**config.mk**
```make
export PLATFORM = sky130hd
export DESIGN_NAME = deque_with_reverse
export DESIGN_NICKNAME = d
export VERILOG_FILES = /design/src/rtl/dwr_pkg.sv /design/src/rtl/deque_with_reverse.sv /design/src/rtl/dwr_ctrl.sv /design/src/rtl/dwr_dp.sv
export SDC_FILE = /design/constraint.sdc
export NUM_CORES = 1
export LEC_CHECK = 0
export BUFFER_PORTS_ARGS = -buffer_cell sky130_fd_sc_hd__buf_2
export CORE_AREA = 2 2 208 312
export CTS_CLUSTER_SIZE = 12
export DETAILED_ROUTE_END_ITERATION = 8
export DIE_AREA = 0 0 210 314
export PLACE_DENSITY = 0.57
export SYNTH_ARGS = -nofsm -noshare
export SYNTH_HDL_FRONTEND = slang
export SYNTH_SLANG_ARGS = --single-unit
```
**constraint.sdc**
```tcl
create_clock -name i_clk -period 3.3 [get_ports i_clk]
set_input_delay 0.33 -clock i_clk [delete_from_list [all_inputs] [get_ports i_clk]]
set_output_delay 0.33 -clock i_clk [all_outputs]
set_load 0.1 [all_outputs]
```
**src/rtl/dwr_pkg.sv**
```systemverilog
// ----------------------------------------------------------------------------
// dwr_pkg
// Shared types and codes for the double-ended queue with reverse.
// ----------------------------------------------------------------------------
package dwr_pkg;

    localparam int DEPTH_DEFAULT = 16;

    localparam logic [2:0] FUNC_PUSH_BACK  = 3'd0;
    localparam logic [2:0] FUNC_PUSH_FRONT = 3'd1;
    localparam logic [2:0] FUNC_POP_BACK   = 3'd2;
    localparam logic [2:0] FUNC_POP_FRONT  = 3'd3;
    localparam logic [2:0] FUNC_REVERSE    = 3'd4;

    localparam logic [1:0] ST_OK    = 2'd0;
    localparam logic [1:0] ST_EMPTY = 2'd1;
    localparam logic [1:0] ST_FULL  = 2'd2;

    typedef struct packed {
        logic [2:0]         func;
        logic signed [31:0] push_value;
    } t_in_item;

    typedef struct packed {
        logic [1:0]         status;
        logic signed [31:0] pop_value;
        logic [4:0]         fill_count;
    } t_out_item;

    typedef struct packed {
        logic accept;
        logic exec;
    } t_cmd;

endpackage

```
**src/rtl/deque_with_reverse.sv**
```systemverilog
// ----------------------------------------------------------------------------
// deque_with_reverse
// Bounded double-ended queue of signed 32-bit words in a ring store.
//
// Input channel (i_in_valid / o_in_ready / i_in_item): one request per item,
// push back, push front, pop back, pop front or reverse. Reverse only flips
// a direction flag, so front and back swap without moving entries.
// Output channel (o_out_valid / i_out_ready / o_out_item): exactly one
// result per request with status, popped word and fill count.
// A request is accepted in the idle state, where the store read is registered;
// the update and the result register load happen in the execute state, and
// only then is the next request taken. The result register lets a new request
// be taken while the previous result waits. If the receiver stalls with a
// result still held, the next request waits in its execute cycle until the
// result register frees.
// Reset (synchronous, active low) empties the queue and clears the reverse
// flag; store contents are not cleared and a word read is only used once written.
// A push into a full queue is dropped and flagged; a pop on empty returns 0.
// ----------------------------------------------------------------------------
module deque_with_reverse #(
    parameter int DEPTH = dwr_pkg::DEPTH_DEFAULT
) (
    input  logic               i_clk,
    input  logic               i_rst_n,
    input  logic               i_in_valid,
    output logic               o_in_ready,
    input  dwr_pkg::t_in_item  i_in_item,
    output logic               o_out_valid,
    input  logic               i_out_ready,
    output dwr_pkg::t_out_item o_out_item
);
    import dwr_pkg::*;

    t_cmd cmd;

    dwr_ctrl u_ctrl (
        .i_clk       (i_clk),
        .i_rst_n     (i_rst_n),
        .i_in_valid  (i_in_valid),
        .o_in_ready  (o_in_ready),
        .o_out_valid (o_out_valid),
        .i_out_ready (i_out_ready),
        .o_cmd       (cmd)
    );

    dwr_dp #(
        .DEPTH (DEPTH)
    ) u_dp (
        .i_clk      (i_clk),
        .i_rst_n    (i_rst_n),
        .i_cmd      (cmd),
        .i_in_item  (i_in_item),
        .o_out_item (o_out_item)
    );

endmodule

```
**src/rtl/dwr_ctrl.sv**
```systemverilog
// ----------------------------------------------------------------------------
// dwr_ctrl
// Controller: takes a request, runs it through the datapath, holds the
// result valid until the receiver takes it.
// ----------------------------------------------------------------------------
module dwr_ctrl (
    input  logic          i_clk,
    input  logic          i_rst_n,
    input  logic          i_in_valid,
    output logic          o_in_ready,
    output logic          o_out_valid,
    input  logic          i_out_ready,
    output dwr_pkg::t_cmd o_cmd
);
    import dwr_pkg::*;

    typedef enum logic [1:0] {
        S_IDLE = 2'b01,
        S_EXEC = 2'b10
    } t_state;

    t_state r_state, n_state;
    logic   r_out_valid, n_out_valid;
    logic   accept, exec;

    assign o_in_ready  = (r_state == S_IDLE);
    assign accept      = i_in_valid && o_in_ready;
    assign exec        = (r_state == S_EXEC) && (!r_out_valid || i_out_ready);
    assign o_out_valid = r_out_valid;
    assign o_cmd       = '{accept: accept, exec: exec};

    always_comb begin
        n_state = r_state;
        case (r_state)
            S_IDLE: begin
                if (accept) n_state = S_EXEC;
            end
            S_EXEC: begin
                if (exec) n_state = S_IDLE;
            end
            default: n_state = S_IDLE;
        endcase
    end

    always_comb begin
        n_out_valid = r_out_valid;
        if (exec) begin
            n_out_valid = 1'b1;
        end else if (i_out_ready) begin
            n_out_valid = 1'b0;
        end
    end

    always_ff @(posedge i_clk) begin
        if (!i_rst_n) begin
            r_state     <= S_IDLE;
            r_out_valid <= 1'b0;
        end else begin
            r_state     <= n_state;
            r_out_valid <= n_out_valid;
        end
    end

endmodule

```
**src/rtl/dwr_dp.sv**
```systemverilog
// ----------------------------------------------------------------------------
// dwr_dp
// Datapath: ring store, front index, count, reverse flag, result register.
// ----------------------------------------------------------------------------
module dwr_dp #(
    parameter int DEPTH = dwr_pkg::DEPTH_DEFAULT
) (
    input  logic               i_clk,
    input  logic               i_rst_n,
    input  dwr_pkg::t_cmd      i_cmd,
    input  dwr_pkg::t_in_item  i_in_item,
    output dwr_pkg::t_out_item o_out_item
);
    import dwr_pkg::*;

    localparam int IW = (DEPTH > 1) ? $clog2(DEPTH) : 1;
    localparam int CW = $clog2(DEPTH + 1);
    localparam logic [CW:0] DEPTH_W = (CW + 1)'(DEPTH);

    logic [31:0]   r_mem [DEPTH];
    logic [31:0]   r_rd_data;
    logic [2:0]    r_func;
    logic [31:0]   r_value;
    logic [IW-1:0] r_front, n_front;
    logic [CW-1:0] r_count, n_count;
    logic          r_rev, n_rev;
    t_out_item     r_out, n_out;

    logic [IW-1:0] front_inc, front_dec, back_addr, tail_addr, rd_addr, wr_addr;
    logic [CW:0]   sum_back, sum_tail;
    logic          in_pop_front, is_push, at_front, full, empty, do_write;

    // ring arithmetic
    assign front_inc = (r_front == IW'(DEPTH - 1)) ? '0 : r_front + IW'(1);
    assign front_dec = (r_front == '0) ? IW'(DEPTH - 1) : r_front - IW'(1);

    assign sum_back  = (CW + 1)'(r_front) + (CW + 1)'(r_count) - (CW + 1)'(1);
    assign back_addr = (r_count == '0) ? r_front :
                       (sum_back >= DEPTH_W) ? IW'(sum_back - DEPTH_W) : IW'(sum_back);
    assign sum_tail  = (CW + 1)'(r_front) + (CW + 1)'(r_count);
    assign tail_addr = (sum_tail >= DEPTH_W) ? IW'(sum_tail - DEPTH_W) : IW'(sum_tail);

    assign empty = (r_count == '0);
    assign full  = ((CW + 1)'(r_count) >= DEPTH_W);

    // read address chosen at accept from the incoming request
    assign in_pop_front = ((i_in_item.func == FUNC_POP_FRONT) && !r_rev) ||
                          ((i_in_item.func == FUNC_POP_BACK) && r_rev);
    assign rd_addr      = in_pop_front ? r_front : back_addr;

    assign is_push  = (r_func == FUNC_PUSH_BACK) || (r_func == FUNC_PUSH_FRONT);
    assign at_front = is_push ? ((r_func == FUNC_PUSH_FRONT) ^ r_rev)
                              : ((r_func == FUNC_POP_FRONT) ^ r_rev);
    assign wr_addr  = at_front ? front_dec : tail_addr;
    assign do_write = i_cmd.exec && is_push && !full;

    always_comb begin
        n_front = r_front;
        n_count = r_count;
        n_rev   = r_rev;
        n_out   = '{status: ST_OK, pop_value: '0, fill_count: '0};
        case (r_func)
            FUNC_PUSH_BACK, FUNC_PUSH_FRONT: begin
                if (full) begin
                    n_out.status = ST_FULL;
                end else begin
                    if (at_front) n_front = front_dec;
                    n_count = r_count + CW'(1);
                end
            end
            FUNC_POP_BACK, FUNC_POP_FRONT: begin
                if (empty) begin
                    n_out.status = ST_EMPTY;
                end else begin
                    n_out.pop_value = r_rd_data;
                    if (at_front) n_front = front_inc;
                    n_count = r_count - CW'(1);
                    if (r_count == CW'(1)) n_front = '0;
                end
            end
            FUNC_REVERSE: begin
                n_rev = !r_rev;
            end
            default: ;
        endcase
        n_out.fill_count = 5'(n_count);
    end

    always_ff @(posedge i_clk) begin
        if (i_cmd.accept) begin
            r_func    <= i_in_item.func;
            r_value   <= i_in_item.push_value;
            r_rd_data <= r_mem[rd_addr];
        end
        if (do_write) begin
            r_mem[wr_addr] <= r_value;
        end
        if (i_cmd.exec) begin
            r_out <= n_out;
        end
    end

    always_ff @(posedge i_clk) begin
        if (!i_rst_n) begin
            r_front <= '0;
            r_count <= '0;
            r_rev   <= 1'b0;
        end else if (i_cmd.exec) begin
            r_front <= n_front;
            r_count <= n_count;
            r_rev   <= n_rev;
        end
    end

    assign o_out_item = r_out;

endmodule
```
Word-level counts from Yosys, hierarchy flattened

Memories as Yosys holds them, arrays and structs flattened. A register that Yosys moved wholly into a read port is not among the register bits.
Index checks and enable logic that the tools add are counted.

Bits in registers: 87
Bits in latches: 0
Logic and storage cells: 91
Memory bits (writable): 512
Memories: 1
ROM bits: 0
Output and inout bits: 41

Add/sub/neg operators: 8
Reductions and logical operators: 23
Bitwise operators: 3
Equal/unequal tests: 16
Shifts and indexed selects: 0
Multipliers: 0
$lt $le $gt $ge: 3
Muxes and demuxes: 27
Div/mod/pow operators: 0

Memories:

| name       | words | bits a word | read ports | clocked after memory_dff | wr ports | line         | text |
|---|---|---|---|---|---|---|---|
| u_dp.r_mem | 16    | 32          | 1          | 1                        | 1        | dwr_dp.sv:20 | `logic [31:0] r_mem [DEPTH];` |

Operator list:

| cell                  | count |
|---|---|
| $mux W4               | 12 |
| $eq A3 B2 Y1 const B  | 4 |
| $ge A6 B5 Y1 const B  | 2 |
| $sub A4 B1 Y4 const B | 3 |
| $mux W5               | 2 |
| $pmux W5 S2           | 1 |
| $pmux W2 S2           | 2 |
| $pmux W4 S2           | 1 |
| $add A4 B5 Y6         | 1 |
| $logic_and A1 B1 Y1   | 6 |
| $mux W1               | 6 |
| $mux W2               | 3 |
| $ne A2 B2 Y1 const B  | 3 |
| $reduce_and A6 Y1     | 1 |
| $reduce_or A2 Y1      | 3 |
| $sub A6 B1 Y6 const B | 1 |
| $add A5 B1 Y5 const B | 1 |
| $eq A5 B1 Y1 const B  | 1 |
| $ge A5 B5 Y1 const B  | 1 |
| $logic_not A5 Y1      | 1 |
| $sub A5 B1 Y5 const B | 1 |
| $add A4 B1 Y4 const B | 1 |
| $eq A4 B4 Y1 const B  | 1 |
| $logic_not A4 Y1      | 1 |
| 13 further kinds      | 21 |

Depth between registers and ports, before layout

Word-level depth: 7
Mapped depth: 12

By module

From an unflattened synthesis, not the netlist that was laid out.

Cells, all modules: 1503
Area total of the unflattened synthesis: 25026.5 um^2

Modules (own cells, without submodules):

| module   | cells each | times used | area an instance (um^2) |
|---|---|---|---|
| dwr_dp   | 1489       | 1          | 24885.1 |
| dwr_ctrl | 14         | 1          | 141.4 |

Least setup slack after synthesis

Ideal clock, no wire load.

Path type: register to register
From: reg u_ctrl.r_state[0]
To: reg u_ctrl.r_state[0]
Cell stages (with the launch flop): 4
Setup time: 0.232 ns
Arrival: 3.762 ns
Path buffers: 0
Slack: -0.694 ns
Path through: dfxtp_1 nor2b_1 and2_1 o21ai_0

Word-level cells in the longest chain between the ends: 4
Elaborated cells on any way between the ends: 8

Ends and longest elaborated chain:

| item                               | line                     | text |
|---|---|---|
| start, declared                    | dwr_ctrl.sv:22           | `t_state r_state, n_state;` |
| start signal, assigned             | dwr_ctrl.sv:59           | `r_state <= n_state;` |
| $eq A2 B1 Y1                       | dwr_ctrl.sv:26           | `assign o_in_ready = (r_state == S_IDLE);` |
| net o_in_ready                     | deque_with_reverse.sv:26 | `output logic o_in_ready,` |
| $logic_and A1 B1 Y1                | dwr_ctrl.sv:27           | `assign accept = i_in_valid && o_in_ready;` |
| net u_ctrl.accept                  | dwr_ctrl.sv:24           | `logic accept, exec;` |
| $ne A2 B2 Y1 (no source line)      | n/a                      |  |
| $reduce_and A2 Y1 (no source line) | n/a                      |  |

The timed path passes the listed nets, and every way through them passes these cells.
A chain may end at the register's enable or synchronous reset.

Worst setup path in the final report

From: reg u_dp.r_count[0]
To: reg u_dp.r_rd_data[2], read port of u_dp.r_mem (data pin)

Word-level cells in the longest chain between the ends: 6
Elaborated cells on any way between the ends: 8

Ends and longest elaborated chain:

| item                                          | line          | text |
|---|---|---|
| start, declared                               | dwr_dp.sv:25  | `logic [CW-1:0] r_count, n_count;` |
| start signal, assigned                        | dwr_dp.sv:110 | `r_count <= n_count;` |
| $add A4 B5 Y6                                 | dwr_dp.sv:37  | `assign sum_back = (CW + 1)'(r_front) + (CW + 1)'(r_count) - (CW + 1)'(1);` |
| $sub A6 B1 Y6                                 | dwr_dp.sv:37  |  |
| $ge A6 B5 Y1 or $sub A4 B1 Y4 (tied branches) | dwr_dp.sv:39  | `(sum_back >= DEPTH_W) ? IW'(sum_back - DEPTH_W) : IW'(sum_back);` |
| $mux W4                                       | dwr_dp.sv:39  |  |
| $mux W4 *                                     | dwr_dp.sv:38  | `assign back_addr = (r_count == '0) ? r_front :` |
| $mux W4 *                                     | dwr_dp.sv:49  | `assign rd_addr = in_pop_front ? r_front : back_addr;` |
| end, declared                                 | dwr_dp.sv:21  | `logic [31:0] r_rd_data;` |

Every way passes the cells marked *; elsewhere a longest branch is shown, timed or not.

==> results by group <==
CTS
  – Htree depth: 2
  – CTS root buf: clkbuf_16
  – CTS tree: yes
  – CTS Buf Count: 60
  – Skew-Pair Late Insertion Delay: 0.61 ns
  – CTS Buffer Depth: 3
  – Clk sink count: 631
  – Clock Pin Slew Worst Setup and Hold Paths: 0.06 ns

Synthesis
  – Post-Syn Area: 0.02507 sq mm
  – Top-count cell post-synth: edfxtp_1
  – Mapped Nets: 1563
  – Adder-Cell Fraction of Synth Area: 0.005790
  – Top-area cell type share of the netlist area: 0.7403
  – Dominant cell type by area after synthesis: edfxtp_1
  – Post-synthesis mux area share: 0.04552
  – Synth Instances: 1513
  – Ys async rst share: 0
  – Synth area leaders: edfxtp_1 (74%), a211oi_1 (5.7%), and3_1 (5.6%)
  – Synth cell types: 50
  – Yosys warns: 0
  – Mapped Avg Cell Area: 16.57 sq um
  – Post-synthesis compound-gate area fraction: 0.09389
  – Number of synthesized flops with an enable pin: 618
  – Post-synthesis sequential area ratio: 0.7507
  – Simple-Gate Fraction of Synth Area: 0.07297
  – Top post-synthesis cells by count: edfxtp_1 (618), and3_1 (225), a211oi_1 (192), mux2i_1 (69), a2111oi_0 (64)
  – Largest family of logic cells by synthesized area: compound AO/OA/AOI/OAI gates
  – Primary FF master, synth: edfxtp_1
  – Synth Area in XOR/XNOR: 0.006539
  – FF+latch count, synth: 631

Power and ir drop
  – Sequential share of power: 0.573
  – Combinational power share: 0.040
  – Pwr/cell area: 531.5 mW/mm^2
  – Cell-internal power: 12.47 mW
  – Sw Pwr: 3.278 mW
  – Pleak: 10.73 nW
  – Sw Share: 0.2081
  – Maximum vdd ir drop: 0.3410 mV
  – Part of the power in the clock network: 0.388

Setup path
  – Crit path kind: flip-flop to flip-flop
  – Worst Path Arrival: 3.55 ns
  – Reg2reg start: u_dp.r_count[0]
  – R2R Setup Slk: 0.11 ns
  – Worst setup SP type: flip-flop
  – CP endpoint kind: flip-flop
  – Required time worst endpoint: 3.66 ns
  – Worst R2R End: u_dp.r_rd_data[2]
  – Reg2reg path depth: 13
  – Critical path peak fanout: 14

Global routing
  – First-pass GRT wire length: 94.36 mm
  – GRT overflow: 0
  – Pin count of the biggest net entering global routing: 75
  – Overall Global Routing Usage: 0.1926
  – Initial antenna violation count: 1
  – Number of global-route vias before repair: 14521

Cells and area
  – # diodes: 0
  – Util after Layout: 0.4689
  – Share of post-route cells with drive strength above 1: 0.1992
  – Layout Nets: 1738
  – Layout filler cell count: 5317
  – Non-filler instance count after layout: 2517
  – P&R area growth vs syn: 18.22%

Die
  – Die Height: 314 um
  – Core ar.: 0.06320 sq mm
  – Starting Density: 0.3966
  – Die width: 210 um
  – Die area: 0.06594 sq mm
  – I/O pin count: 80
  – # rows: 113

Timing
  – Final setup violation count: 0
  – Slew @ Worst Pin: 0.7669 ns
  – Final Hold Viols: 0
  – TNS Setup: 0 ns
  – Post-layout min period: 3.188 ns
  – Setup Skew: 0.01260 ns
  – Fin. max-slew vios: 0
  – Rel. slew slack: 0.4875
  – Final period util: 0.9660
  – Max Freq: 313.7 MHz

Placement
  – GPL Wtd Cong: 0.8430
  – Cells after DPL: 2390
  – Post-DP HPWL: 35.20 mm
  – Port bufs: 79

Worst hold path
  – Hold Path Class: input port to flip-flop
  – Hold path cells: 2
  – Hold Path End: u_ctrl.r_state[0]
  – Hold_sp: i_rst_n

Run status
  – Status: complete, no violations

Route
  – Drc violations: 0
  – Vias per cell: 5.659
  – Drt total wl: 63.30 mm
  – Via count: 14244
  – Initial detailed-routing violation count: 1264
  – DRT antenna net count: 0
  – Post-DR wirelength/cell: 25.15 um
  – DRT Pass-1 Iters: 5

Job
  – Max Cap Violations: 0
==> flip-flops by register name, indices dropped and copies added (netlist names) <==
signal,count
u_ctrl.o_out_valid,1
u_ctrl.r_state,2
u_dp.o_out_item,39
u_dp.r_count,5
u_dp.r_front,4
u_dp.r_func,3
u_dp.r_mem,512
u_dp.r_rd_data,32
u_dp.r_rev,1
u_dp.r_value,32
==> worst max-delay path, cell delays in order (launching register included) <==
cell and delay [ns]:
dfxtp_1 0.32, ha_1 0.23, fa_1 0.52, inv_1 0.05
ha_1 0.19, xnor3_2 0.29, nor2_4 0.16, mux2i_4 0.08
buf_4 0.19, buf_12 0.13, buf_16 0.16, a211oi_1 0.20
a2111oi_0 0.09, mux2_1 0.31
==> layout by cell type (no fill, tap or decap), types with 6 or more instances in the layout <==
cell | Yosys | final
edfxtp_1 | 618 | 618
and3_1 | 225 | 225
a211oi_1 | 192 | 180
buf_2 | 49 | 79
mux2i_1 | 69 | 67
buf_4 | 5 | 66
clkbuf_16 | 0 | 61
a2111oi_0 | 64 | 55
buf_12 | 0 | 46
dlygate4sd3_1 | 0 | 36
mux2_2 | 33 | 34
nand2_1 | 25 | 25
nor2_4 | 0 | 18
clkbuf_1 | 55 | 17
nor2_1 | 34 | 15
o21ai_0 | 16 | 15
inv_1 | 13 | 13
dfxtp_1 | 13 | 13
a21oi_1 | 12 | 12
a211oi_2 | 0 | 12
ha_1 | 10 | 10
a2111oi_1 | 0 | 8
nor2b_1 | 7 | 6
==> metrics by stage <==
stage | setup WS, ns | area, sq um | power, mW | hold slack (ns)
2_1_floorplan | -0.2427 | 25080 | 9.473 | 0.4289
3_3_place_gp | -0.05974 | 27470 | 9.755 | 0.4976
3_5_place_dp | -0.1233 | 27470 | 9.767 | 0.5084
4_1_cts | 0.04086 | 29540 | 15.90 | 0.04200
5_1_grt | -0.004812 | 29630 | 16.24 | 0.07282
6_report | 0.1123 | 29630 | 15.75 | 0.07177
==> power by group through the flow <==
stage               clock [mW]  sequential (mW)  combinational, mW
floorplan                    0             9.16              0.314
global placement             0             9.18              0.574
detailed placement           0             9.19              0.579
CTS                       6.26             9.02              0.624
global route              6.54             9.03              0.667
finish                    6.11             9.02              0.622
==> cells by family (layout without fill, tap and decap cells) <==
group / count (synthesis) / count (layout)
compound gates: 308 / 308
xor+xnor: 14 / 14
fa+ha+maj: 11 / 11
buf+inv: 129 / 328
flops: 631 / 631
mux: 107 / 107
simple gates: 313 / 313
==> routing by layer <==
layer / vias to the layer above / track usage / part of all wire
li1: 6463 / - / -
met1: 7299 / 0.2501 / 0.42
met2: 382 / 0.3365 / 0.50
met3: 100 / 0.02574 / 0.045
met4: 0 / 0.05883 / 0.027
met5: - / 0 / 0
==> final cells by class <==
cell class                 instances  area, sq um  share of cell area
inverter                          13        48.80            0.001647
timing repair buffer             229         2211             0.07460
clock buffer                      78         1590             0.05366
multi-input combinational        753         5906              0.1993
sequential                       631        18820              0.6350
tap                              805         1007             0.03399
clock inverter                     8        53.80            0.001815
==> repair_timing <==
action	4_1_cts	5_1_grt
gates resized for setup	12	17
hold buffers	36	0
pin swaps	2	1
cloned	1	0
endpoints found under the hold margin	36	0
setup endpoints to repair	21	27
buffers inserted	1	3
==> worst max path at each step <==
stage                             startpoint                  to  slack [ns]  cells past startpoint
final                        u_dp.r_count[0]   u_dp.r_rd_data[2]        0.11                     13
after global placement       u_dp.r_count[0]  u_dp.r_rd_data[17]       -0.06                     11
after global routing         u_dp.r_count[0]  u_dp.r_rd_data[29]      -0.005                     13
after CTS                    u_dp.r_count[0]  u_dp.r_rd_data[26]        0.04                     12
after detailed placement     u_dp.r_count[0]   u_dp.r_rd_data[3]       -0.12                     11
after floorplan           u_ctrl.o_out_valid   u_dp.r_mem[12][0]       -0.24                      6
Note: power is estimated with default switching activity, not from simulation.
